[src/sv/assert_macros.svh]
// ----------------------------------------------------------------------------
// assert_macros
// Assertion helpers shared by the RTL files.
// ----------------------------------------------------------------------------
`ifndef ASSERT_MACROS_SVH
`define ASSERT_MACROS_SVH

// Clocked check, suppressed while reset is high.
`define ASSERT_AT(label, clk, rst, prop) \
   label: assert property (@(posedge clk) disable iff (rst) (prop)) \
      else $error("assertion failed");

// Clocked check that also holds through reset.
`define ASSERT_ALWAYS(label, clk, prop) \
   label: assert property (@(posedge clk) (prop)) \
      else $error("assertion failed");

`endif

[src/sv/dgls_pkg.sv]
// ----------------------------------------------------------------------------
// dgls_pkg
// Shared constants and command type for the diagonal Gaussian log scorer.
// ----------------------------------------------------------------------------
`default_nettype none

package dgls_pkg;

   localparam int MAX_DIM = 64;
   localparam int ADDR_W  = (MAX_DIM > 1) ? $clog2(MAX_DIM) : 1;

   localparam logic [1:0] MODE_LOAD_MEAN = 2'd0;
   localparam logic [1:0] MODE_LOAD_IVAR = 2'd1;
   localparam logic [1:0] MODE_SCORE     = 2'd2;

   localparam int SAMPLE_W = 16;
   localparam int DIFF_W   = 17;
   localparam int SQ_W     = 32;
   localparam int TERM_W   = 48;
   localparam int SUM_W    = 56;
   localparam int HALF_W   = 44;
   localparam int SCORE_W  = 32;

   // Controller to datapath commands
   typedef struct packed {
      logic wr_mean;   // load beat: write mean store
      logic wr_ivar;   // load beat: write inverse variance store
      logic capture;   // score beat: latch sample
      logic square;    // diff and square
      logic mult;      // times inverse variance
      logic accum;     // saturating add, advance counter
      logic finish;    // form score, clear sum and counter
   } dgls_cmd_type;

endpackage

`default_nettype wire

[src/sv/dgls_ram.sv]
// ----------------------------------------------------------------------------
// dgls_ram
// Generic single-write, single-read RAM with registered read data.
// ----------------------------------------------------------------------------
`default_nettype none

module dgls_ram #(
   parameter int WIDTH = 16,
   parameter int DEPTH = 64,
   parameter int AW    = (DEPTH > 1) ? $clog2(DEPTH) : 1
) (
   input  wire logic             clock,
   input  wire logic             wr_en,
   input  wire logic [AW-1:0]    wr_addr,
   input  wire logic [WIDTH-1:0] wr_data,
   input  wire logic [AW-1:0]    rd_addr,
   output logic      [WIDTH-1:0] rd_data
);

   logic [WIDTH-1:0] mem_ff [DEPTH];
   logic [WIDTH-1:0] rd_data_ff;

   always_ff @(posedge clock) begin
      if (wr_en) begin
         mem_ff[wr_addr] <= wr_data;
      end
      rd_data_ff <= mem_ff[rd_addr];
   end

   assign rd_data = rd_data_ff;

endmodule

`default_nettype wire

[src/sv/dgls_ctrl.sv]
// ----------------------------------------------------------------------------
// dgls_ctrl
// Sequencer: decodes input beats, steps a score beat through the datapath,
// owns the result valid flag.
// ----------------------------------------------------------------------------
`default_nettype none
`include "assert_macros.svh"

module dgls_ctrl (
   input  wire logic                  clock,
   input  wire logic                  reset,
   input  wire logic                  req_valid,
   output logic                       req_ready,
   input  wire logic [1:0]            req_mode,
   input  wire logic                  req_last,
   output logic                       rsp_valid,
   input  wire logic                  rsp_ready,
   output dgls_pkg::dgls_cmd_type     cmd
);
   import dgls_pkg::*;

   localparam logic [2:0] S_IDLE   = 3'd0;
   localparam logic [2:0] S_SQUARE = 3'd1;
   localparam logic [2:0] S_MULT   = 3'd2;
   localparam logic [2:0] S_ACCUM  = 3'd3;
   localparam logic [2:0] S_FINISH = 3'd4;

   logic [2:0] state_ff, state_in;
   logic       last_ff, last_in;
   logic       rsp_valid_ff, rsp_valid_in;
   logic       accept;
   logic       out_free;

   assign req_ready = (state_ff == S_IDLE);
   assign accept    = req_valid && req_ready;
   assign out_free  = !rsp_valid_ff || rsp_ready;

   always_comb begin
      state_in = state_ff;
      last_in  = last_ff;
      cmd      = '0;
      case (state_ff)
         S_IDLE: begin
            if (accept) begin
               cmd.wr_mean = (req_mode == MODE_LOAD_MEAN);
               cmd.wr_ivar = (req_mode == MODE_LOAD_IVAR);
               if (req_mode == MODE_SCORE) begin
                  cmd.capture = 1'b1;
                  last_in     = req_last;
                  state_in    = S_SQUARE;
               end
            end
         end
         S_SQUARE: begin
            cmd.square = 1'b1;
            state_in   = S_MULT;
         end
         S_MULT: begin
            cmd.mult = 1'b1;
            state_in = S_ACCUM;
         end
         S_ACCUM: begin
            cmd.accum = 1'b1;
            state_in  = last_ff ? S_FINISH : S_IDLE;
         end
         S_FINISH: begin
            // wait here until the output register can take the score
            if (out_free) begin
               cmd.finish = 1'b1;
               state_in   = S_IDLE;
            end
         end
         default: begin
            state_in = S_IDLE;
         end
      endcase
   end

   assign rsp_valid_in = cmd.finish || (rsp_valid_ff && !rsp_ready);
   assign rsp_valid    = rsp_valid_ff;

   always_ff @(posedge clock) begin
      if (reset) begin
         state_ff     <= S_IDLE;
         last_ff      <= 1'b0;
         rsp_valid_ff <= 1'b0;
      end else begin
         state_ff     <= state_in;
         last_ff      <= last_in;
         rsp_valid_ff <= rsp_valid_in;
      end
   end

   `ASSERT_AT(a_finish_needs_room, clock, reset, cmd.finish |-> out_free)
   `ASSERT_AT(a_last_goes_finish, clock, reset, (state_ff == S_ACCUM && last_ff) |=> (state_ff == S_FINISH))

endmodule

`default_nettype wire

[src/sv/dgls_datapath.sv]
// ----------------------------------------------------------------------------
// dgls_datapath
// Mean and inverse variance stores, square / multiply / accumulate pipe,
// final rounding, subtraction and clamp, output register.
// ----------------------------------------------------------------------------
`default_nettype none
`include "assert_macros.svh"

module dgls_datapath (
   input  wire logic                           clock,
   input  wire logic                           reset,
   input  wire dgls_pkg::dgls_cmd_type         cmd,
   input  wire logic [5:0]                     req_element_index,
   input  wire logic signed [15:0]             req_sample,
   input  wire logic [15:0]                    req_inv_variance,
   input  wire logic                           csr_wr_en,
   input  wire logic signed [31:0]             csr_wr_data,
   output logic signed [31:0]                  rsp_score,
   output logic                                rsp_saturated
);
   import dgls_pkg::*;

   logic                     in_range;
   logic [ADDR_W-1:0]        wr_addr;
   logic [SAMPLE_W-1:0]      mean_rd;
   logic [SAMPLE_W-1:0]      ivar_rd;

   logic signed [31:0]       log_const_ff;
   logic [SAMPLE_W-1:0]      sample_ff;
   logic [SQ_W-1:0]          sq_ff;
   logic [SAMPLE_W-1:0]      ivar_ff;
   logic [TERM_W-1:0]        term_ff;
   logic [SUM_W-1:0]         sum_ff, sum_in;
   logic [ADDR_W-1:0]        count_ff, count_in;
   logic signed [31:0]       score_ff, score_in;
   logic                     sat_ff, sat_in;

   logic signed [DIFF_W-1:0]   diff;
   logic signed [2*DIFF_W-1:0] diff_sq;
   logic [SUM_W:0]             sum_wide;
   logic [SUM_W:0]             sum_round;
   logic [HALF_W-1:0]          half;
   logic signed [HALF_W+1:0]   result;
   logic                       fits;

   assign in_range = (32'(req_element_index) < MAX_DIM);
   assign wr_addr  = ADDR_W'(req_element_index);

   dgls_ram #(.WIDTH(SAMPLE_W), .DEPTH(MAX_DIM), .AW(ADDR_W)) u_mean_ram (
      .clock   (clock),
      .wr_en   (cmd.wr_mean && in_range),
      .wr_addr (wr_addr),
      .wr_data (req_sample),
      .rd_addr (count_ff),
      .rd_data (mean_rd)
   );

   dgls_ram #(.WIDTH(SAMPLE_W), .DEPTH(MAX_DIM), .AW(ADDR_W)) u_ivar_ram (
      .clock   (clock),
      .wr_en   (cmd.wr_ivar && in_range),
      .wr_addr (wr_addr),
      .wr_data (req_inv_variance),
      .rd_addr (count_ff),
      .rd_data (ivar_rd)
   );

   // diff is exact in 17 bits; its square fits in 32
   assign diff    = $signed({sample_ff[SAMPLE_W-1], sample_ff})
                  - $signed({mean_rd[SAMPLE_W-1], mean_rd});
   assign diff_sq = diff * diff;

   // saturating accumulate
   assign sum_wide = {1'b0, sum_ff} + {{(SUM_W-TERM_W+1){1'b0}}, term_ff};

   // round half sum to Q16.16, subtract, clamp
   assign sum_round = {1'b0, sum_ff} + (SUM_W+1)'(4096);
   assign half      = sum_round[SUM_W:13];
   assign result    = $signed({{(HALF_W-30){log_const_ff[31]}}, log_const_ff})
                    - $signed({2'b00, half});
   assign fits      = (&result[HALF_W+1:31]) || !(|result[HALF_W+1:31]);

   always_comb begin
      if (fits) begin
         score_in = result[31:0];
         sat_in   = 1'b0;
      end else if (result[HALF_W+1]) begin
         score_in = 32'sh8000_0000;
         sat_in   = 1'b1;
      end else begin
         score_in = 32'sh7FFF_FFFF;
         sat_in   = 1'b1;
      end
   end

   always_comb begin
      sum_in   = sum_ff;
      count_in = count_ff;
      if (cmd.finish) begin
         sum_in   = '0;
         count_in = '0;
      end else if (cmd.accum) begin
         sum_in   = sum_wide[SUM_W] ? {SUM_W{1'b1}} : sum_wide[SUM_W-1:0];
         count_in = (count_ff == ADDR_W'(MAX_DIM - 1)) ? '0 : count_ff + 1'b1;
      end
   end

   always_ff @(posedge clock) begin
      if (reset) begin
         log_const_ff <= '0;
         sum_ff       <= '0;
         count_ff     <= '0;
      end else begin
         if (csr_wr_en) begin
            log_const_ff <= csr_wr_data;
         end
         sum_ff   <= sum_in;
         count_ff <= count_in;
      end
   end

   always_ff @(posedge clock) begin
      if (cmd.capture) begin
         sample_ff <= req_sample;
      end
      if (cmd.square) begin
         sq_ff   <= diff_sq[SQ_W-1:0];
         ivar_ff <= ivar_rd;
      end
      if (cmd.mult) begin
         term_ff <= sq_ff * ivar_ff;
      end
      if (cmd.finish) begin
         score_ff <= score_in;
         sat_ff   <= sat_in;
      end
   end

   assign rsp_score     = score_ff;
   assign rsp_saturated = sat_ff;

   `ASSERT_AT(a_finish_clears, clock, reset, cmd.finish |=> (sum_ff == '0 && count_ff == '0))
   `ASSERT_AT(a_sum_monotone, clock, reset, cmd.accum |=> (sum_ff >= $past(sum_ff)))

endmodule

`default_nettype wire

[src/sv/diagonal_gaussian_log_score.sv]
// Load beats (mean / inverse variance writes, unused mode) complete in the accept cycle.
// A score beat steps through store read, diff and square, multiply, accumulate.
// A beat marked last adds a finish step that waits while the previous score is unread.
// The sequencer holds one score beat at a time; the output register frees the input side.
// Synchronous active-high reset clears sequencer state, log constant, sum, counter and result valid;
// the stores are not cleared and hold garbage until written.
// ----------------------------------------------------------------------------
// diagonal_gaussian_log_score
// Scores a streamed feature vector against one diagonal-covariance Gaussian:
// log_constant - 1/2 * sum((x - mean)^2 * inv_variance), clamped to Q16.16.
// ----------------------------------------------------------------------------
`default_nettype none

module diagonal_gaussian_log_score (
   input  wire logic               clock,
   input  wire logic               reset,
   // input beats
   input  wire logic               req_valid,
   output logic                    req_ready,
   input  wire logic [1:0]         req_mode,
   input  wire logic [5:0]         req_element_index,
   input  wire logic signed [15:0] req_sample,
   input  wire logic [15:0]        req_inv_variance,
   input  wire logic               req_last,
   // result beats
   output logic                    rsp_valid,
   input  wire logic               rsp_ready,
   output logic signed [31:0]      rsp_score,
   output logic                    rsp_saturated,
   // log constant register, signed Q16.16
   input  wire logic               csr_wr_en,
   input  wire logic signed [31:0] csr_wr_data
);
   import dgls_pkg::*;

   dgls_cmd_type cmd;

   // Controller: accepts a beat only when idle. Load beats write the stores
   // in the accept cycle; a score beat is walked through the pipe one step
   // per cycle, and a last beat waits in the finish step if the previous
   // score is still unread.
   dgls_ctrl u_ctrl (
      .clock     (clock),
      .reset     (reset),
      .req_valid (req_valid),
      .req_ready (req_ready),
      .req_mode  (req_mode),
      .req_last  (req_last),
      .rsp_valid (rsp_valid),
      .rsp_ready (rsp_ready),
      .cmd       (cmd)
   );

   // Datapath: element counter addresses both stores; the 56-bit sum
   // saturates, and the half sum is rounded to nearest, ties upward.
   dgls_datapath u_datapath (
      .clock             (clock),
      .reset             (reset),
      .cmd               (cmd),
      .req_element_index (req_element_index),
      .req_sample        (req_sample),
      .req_inv_variance  (req_inv_variance),
      .csr_wr_en         (csr_wr_en),
      .csr_wr_data       (csr_wr_data),
      .rsp_score         (rsp_score),
      .rsp_saturated     (rsp_saturated)
   );

endmodule

`default_nettype wire

[config.mk]
export PLATFORM = sky130hd
export DESIGN_NAME = diagonal_gaussian_log_score
export DESIGN_NICKNAME = d
export VERILOG_FILES = /design/src/sv/dgls_pkg.sv /design/src/sv/dgls_ram.sv /design/src/sv/dgls_ctrl.sv /design/src/sv/dgls_datapath.sv /design/src/sv/diagonal_gaussian_log_score.sv
export VERILOG_INCLUDE_DIRS = /design/src /design/src/sv
export SDC_FILE = /design/constraint.sdc
export NUM_CORES = 2
export LEC_CHECK = 0
export BUFFER_PORTS_ARGS = -buffer_cell sky130_fd_sc_hd__buf_4
export CORE_AREA = 4 4 426 639
export DETAILED_ROUTE_END_ITERATION = 6
export DIE_AREA = 0 0 430 643
export PLACE_DENSITY_LB_ADDON = 0.2
export SLEW_MARGIN = 15
export SYNTH_ARGS = -nofsm -noshare
export SYNTH_HDL_FRONTEND = slang
export SYNTH_HIERARCHICAL = 1
export SYNTH_SLANG_ARGS = --single-unit
[constraint.sdc]
create_clock -name clock -period 9.1 [get_ports clock]
set_input_delay 1.365 -clock clock [delete_from_list [all_inputs] [get_ports clock]]
set_output_delay 1.365 -clock clock [all_outputs]
set_load 0.05 [all_outputs]
Word level (Yosys, flattened, before mapping)
Memory sizes are Yosys's and may differ from the RTL's. A register that Yosys moved wholly into a read port is not among the register bits. Index checks and enable logic that the tools add are counted.

Flip-flop bits (word level): 244. Bits in writable memories: 2048. Input bits: 78. Memories: 2. Word-level logic and storage cells: 68. Latch bits: 0. Output and inout bits: 35. Memory bits (read-only): 0.

Shifts and indexed selects: 0. Bitwise gates (word level): 0. Multiplexer cells: 22. Reduce and logical (&&, ||, !) cells: 15. Equality and inequality tests: 10. Magnitude comparators: 0. Add/subtract/negate cells: 5. Divide/modulo/power cells: 0. $mul: 2.

Memories: u_datapath.u_ivar_ram.mem_ff (depth 64, bits a word 16, read ports 1, clocked after Yosys merged registers in 1, wr ports 1, line dgls_ram.sv:20) `logic [WIDTH-1:0] mem_ff [DEPTH];`; u_datapath.u_mean_ram.mem_ff (depth 64, bits a word 16, read ports 1, clocked after Yosys merged registers in 1, wr ports 1, line dgls_ram.sv:20).

Operators by type and width (count): 2-to-1 mux 32 bit (2); adder 56 x 13 -> 57 bit, second input constant (1); adder 56 x 48 -> 57 bit (1); 2-to-1 mux 56 bit (1); multiplier 32 x 16 -> 48 bit (1); subtractor 32 x 45 -> 46 bit (1); multiplier 17 x 17 -> 32 bit (1); 2-to-1 mux 3 bit (6); subtractor 16 x 16 -> 17 bit (1); one-hot mux 3 bit (5 select lines) (1); AND reduction 15 bit (1); OR reduction 15 bit (1); 2-to-1 mux 1 bit (11); adder 6 x 1 -> 6 bit, second input constant (1); equality test 3 x 2 -> 1 bit, second input constant (2); equality test 6 bit, second input constant (1); 2-to-1 mux 6 bit (1); AND reduction 3 bit (2); != test 2 bit, second input constant (2); equality test 3 x 1 -> 1 bit, second input constant (1); equality test 3 bit, second input constant (1); logical NOT 1 bit (3); logical NOT 3 bit (1); logical OR 1 bit (3); other kinds (6) (7).

Depth between registers and ports, before layout
Word-level depth: 6. Gate-level depth with buffers: 39.

By module
The synthesis kept the hierarchy.

Modules (own cells, without submodules): dgls_ram (cells each 1829, area an instance 40042.2 µm², seq. area each 31069.8 µm², instances 2); dgls_datapath (cells each 4232, area an instance 39161.3 µm², seq. area each 6206.0 µm², instances 1); dgls_ctrl (cells each 31, area an instance 297.8 µm², seq. area each 100.1 µm², instances 1).

Least setup slack after synthesis
OpenSTA, ideal clock, no wires.

Path type: register to register. Start: register u_datapath.sample_ff[0]. End: register u_datapath.sq_ff[30] (data pin). Setup slack: 0.747 ns. Library setup time: 0.258 ns. Cell stages (with the launch flop): 37. Buffers on the path: 0. Required time: 8.842 ns. Arrival time: 8.095 ns. Cell sequence: edfxtp_1 > inv_1 > ha_1 > fa_1 > nor2b_1 > o21ai_0 > a21boi_1 > o21ai_0 > a21oi_1 > a41oi_1 > a2111oi_2 > o21ai_0 > o31ai_2 > clkinv_1 > nand2_1 > inv_1 > fa_1 > fa_1 > inv_1 > fa_1 > inv_1 > fa_1 > fa_1 > inv_1 > fa_1 > inv_1 > ha_1 > a21o_1 > a31oi_1 > nand2_1 > a21oi_1 > nor2b_1 > a2111oi_2 > nor3_1 > or3_1 > a21oi_1 > xnor2_1.

Cells in the longest elaborated chain, start to end: 2.

Ends and longest elaborated chain: from (decl) (line dgls_datapath.sv:29) `logic [SAMPLE_W-1:0] sample_ff;`; from (signal assigned) (line dgls_datapath.sv:123) `sample_ff <= req_sample;`; subtractor 16 x 16 -> 17 bit (line dgls_datapath.sv:69) `- $signed({mean_rd[SAMPLE_W-1], mean_rd});`; multiplier 17 x 17 -> 32 bit (line dgls_datapath.sv:70) `assign diff_sq = diff * diff;`; named net u_datapath.diff_sq[30] (line dgls_datapath.sv:39) `logic signed [2*DIFF_W-1:0] diff_sq;`; to (signal assigned) (line dgls_datapath.sv:126) `sq_ff <= diff_sq[SQ_W-1:0];`; to (decl) (line dgls_datapath.sv:30) `logic [SQ_W-1:0] sq_ff;`.

The timed path passes the listed nets, and every way through them passes these cells. A chain may end at the register's enable or synchronous reset.

Worst setup path after layout
Same ends and word-level chain as after synthesis.

==> flow_summary.ini <==
[placed_design]
dp_slack_ns = 0.0613
hpwlAfterDp_mm = 207
place_area_sq_um = 125000
place_congestion = 0.861
io_buffers = 112

[sta]
hold_viol = 0
fin_setup_tns_ns = 0
finalMaxSlewViolations = 0
layout_min_cycle_time_ns = 8.64
timing.fmax_mhz = 116
clock-skew-final_ns = 0.116
max_slew_margin_pct = 23.2
fin_ws_ns = 0.457
setup_viol_count_final = 0
holdWs_ns = 0.406
tightest_slew_ns = 1.15
post-route-period-util_pct = 95.0

[grt]
grt_remaining_overflow = 0
grtUsageMet2_pct = 40.7
use_met3_pct = 2.49
use_met1_pct = 26.8
first_global_vias = 71600
grt_pass1_wl_mm = 463
grt_max_degree = 93
globalRouteTotalUtil_pct = 22.4
busiest_layer = met2
antenna_found_initial = 12

[logic_synthesis]
seq_area_frac_synth_pct = 57.3
synth_common_cells = 2192 x edfxtp_1, 788 x inv_1, 667 x fa_1
synth_cell_types = 108
synthMostInstantiatedCell = edfxtp_1
netlist_top_cells_area = edfxtp_1 55%, fa_1 11%, mux4_2 8.3%
ys_ff_latch = 2323
syn_area_sq_um = 120000
synth_xor_area_share_pct = 1.65
yosysTopAreaCellShare_pct = 55.1
synth_edf_count = 2192
syn_inst = 7921
synth_top_family_by_area = adder cells
synthMuxAreaShare_pct = 10.7
ys.flop_type = edfxtp_1
async_flop_share_pct = 0
yosys_warnings = 6
synth.avg_cell_area_sq_um = 15.1
synth-simple-area-share_pct = 6.52
synth_top_area_cell = edfxtp_1
synthAdderAreaFrac_pct = 14.5
synth-compound-area-share_pct = 5.08

[floorplanning]
core-area_sq_um = 266000
initial_core_util_pct = 44.9
pin_count = 113
rows = 232
die_w_um = 430
dieArea_sq_um = 276000
die_y_um = 643

[critical_path]
slowest_stage = fa_2
start_kind = flip-flop
crit_type = reg -> reg
rr_worst_depth = 34
cp.arrival_ns = 9.19
worstPathBufferInverterCount = 6
reg2reg_to = u_datapath/sq_ff[30]
reg2reg_from = u_datapath/sample_ff[0]
cp_max_fo = 7
slowest_delay_ns = 0.64
crit_path_frequent_cell = fa_1
critical_path.top_delay_family = adder cells
worst-r2r-setup-slack_ns = 0.46
endpoint_kind = flip-flop
cp_data_required_time_ns = 9.65

[route]
drtIter0Drc = 5216
drtPass1Iterations = 6
drc = 0
vias = 67000
wl_mm = 310
ant_nets = 0
wl_per_cell_um = 26.2
vias_per_cell = 5.67

[worst_hold_path]
hp-class = reg -> reg
hold_start = u_datapath/u_ivar_ram/rd_data[2]
hold_depth = 0
hold_path_end = u_datapath/ivar_ff[2]

[clock_network]
cts-hold-fix-buffers = 0
root_buffer = clkbuf_16
cts_made_buffers = 216
cts.clk_slew.worst_paths_ns = 0.06
insertion_delay_ns = 0.91
clock_sinks = 2323
htreeDepth = 4
cts_max_path_buffers = 4
cts_tree = done

[outcome]
status = finished, final reports clean

[final_layout]
postLayoutCellArea_sq_um = 132000
drive_gt1_share_pct = 15.7
multi_input_area_sq_um = 46100
fillers = 22300
final_nets = 9183
syn2layout_area_growth_pct = 10.3
ff_latch_area_sq_um = 68500

[run]
drv_cap = 0
-- placed cells by master, fill, tap and decap left out, drive strengths merged, types with 56 or more instances in the layout --
| cell type | Yosys | routed |
|---|---|---|
| buf | 178 | 341 |
| nand3 | 98 | 98 |
| ha | 316 | 316 |
| fa | 667 | 667 |
| mux2i | 208 | 208 |
| nand4 | 56 | 56 |
| mux4 | 448 | 448 |
| clkbuf | 183 | 255 |
| xor2 | 95 | 95 |
| a22oi | 79 | 79 |
| nand2 | 608 | 608 |
| o21ai | 157 | 157 |
| a21o | 77 | 77 |
| nor2b | 82 | 82 |
| xnor2 | 128 | 128 |
| a21oi | 270 | 270 |
| nor2 | 379 | 379 |
| dfxtp | 131 | 131 |
| inv | 793 | 802 |
| clkinv | 4 | 84 |
| and2 | 216 | 216 |
| edfxtp | 2192 | 2192 |
-- state kept, by name (all words and copies together), names as in the netlist, 31 cells and up --
signal / flops
u_datapath/u_mean_ram/mem_ff: 1024
u_datapath/sum_ff: 56
u_datapath/sq_ff: 31
u_datapath/log_const_ff: 32
u_datapath/rsp_score: 32
u_datapath/term_ff: 48
u_datapath/u_ivar_ram/mem_ff: 1024
-- metal layers --
layer | share of wire (%) | vias up
met5 | 0.043 | -
met1 | 37 | 35200
met3 | 4.7 | 608
met2 | 53 | 1937
li1 | - | 29200
met4 | 4.9 | 6
-- metrics by stage --
stage	util, %	instances
4_1_cts	49.5	11800
6_report	49.5	11800
3_3_place_gp	46.8	11400
3_5_place_dp	46.8	11400
5_1_grt	49.5	11800
2_1_floorplan	-	7924
-- area by class of cell --
class / count / area share [%]
sequential: 2323 / 51.9
tap: 3510 / 3.33
clock inverter: 133 / 1.21
timing repair buffer: 341 / 1.99
clock buffer: 255 / 4.30
multi-input combinational: 4443 / 35.0
inverter: 797 / 2.27
antenna: 10 / 0.0190
-- cells by family (layout without fill, tap and decap cells) --
group	after synthesis	after routing
other	2	15
and+or+nand+nor	1636	1636
buffers and inverters	1158	1526
muxes	710	710
xor gates and xnor gates	223	223
AOI/OAI and AO/OA	886	886
adders and majority gates	983	983
DFF	2323	2323
-- repair_timing --
item                                    4_1_cts  5_1_grt
buffers inserted                              0        4
endpoints found under the setup margin        1        6
pin swaps                                     0        5
resized for setup                             1       12
hold endpoints to repair                      0        0
-- worst max path at each step --
stage                                           startpoint                    to  slack [ns]  cells after the start
after floorplan                    u_datapath/sample_ff[0]  u_datapath/sq_ff[30]        0.75                     36
after global placement             u_datapath/sample_ff[0]  u_datapath/sq_ff[30]        0.20                     34
after detailed placement           u_datapath/sample_ff[0]  u_datapath/sq_ff[30]        0.06                     34
after CTS                          u_datapath/sample_ff[0]  u_datapath/sq_ff[30]        0.04                     34
after global routing      u_datapath/u_mean_ram/rd_data[1]  u_datapath/sq_ff[30]       -0.06                     34
final                              u_datapath/sample_ff[0]  u_datapath/sq_ff[30]        0.46                     34
Power is not shown: default switching activity piles up to over one toggle a cycle in this logic, so the estimate is an artifact.
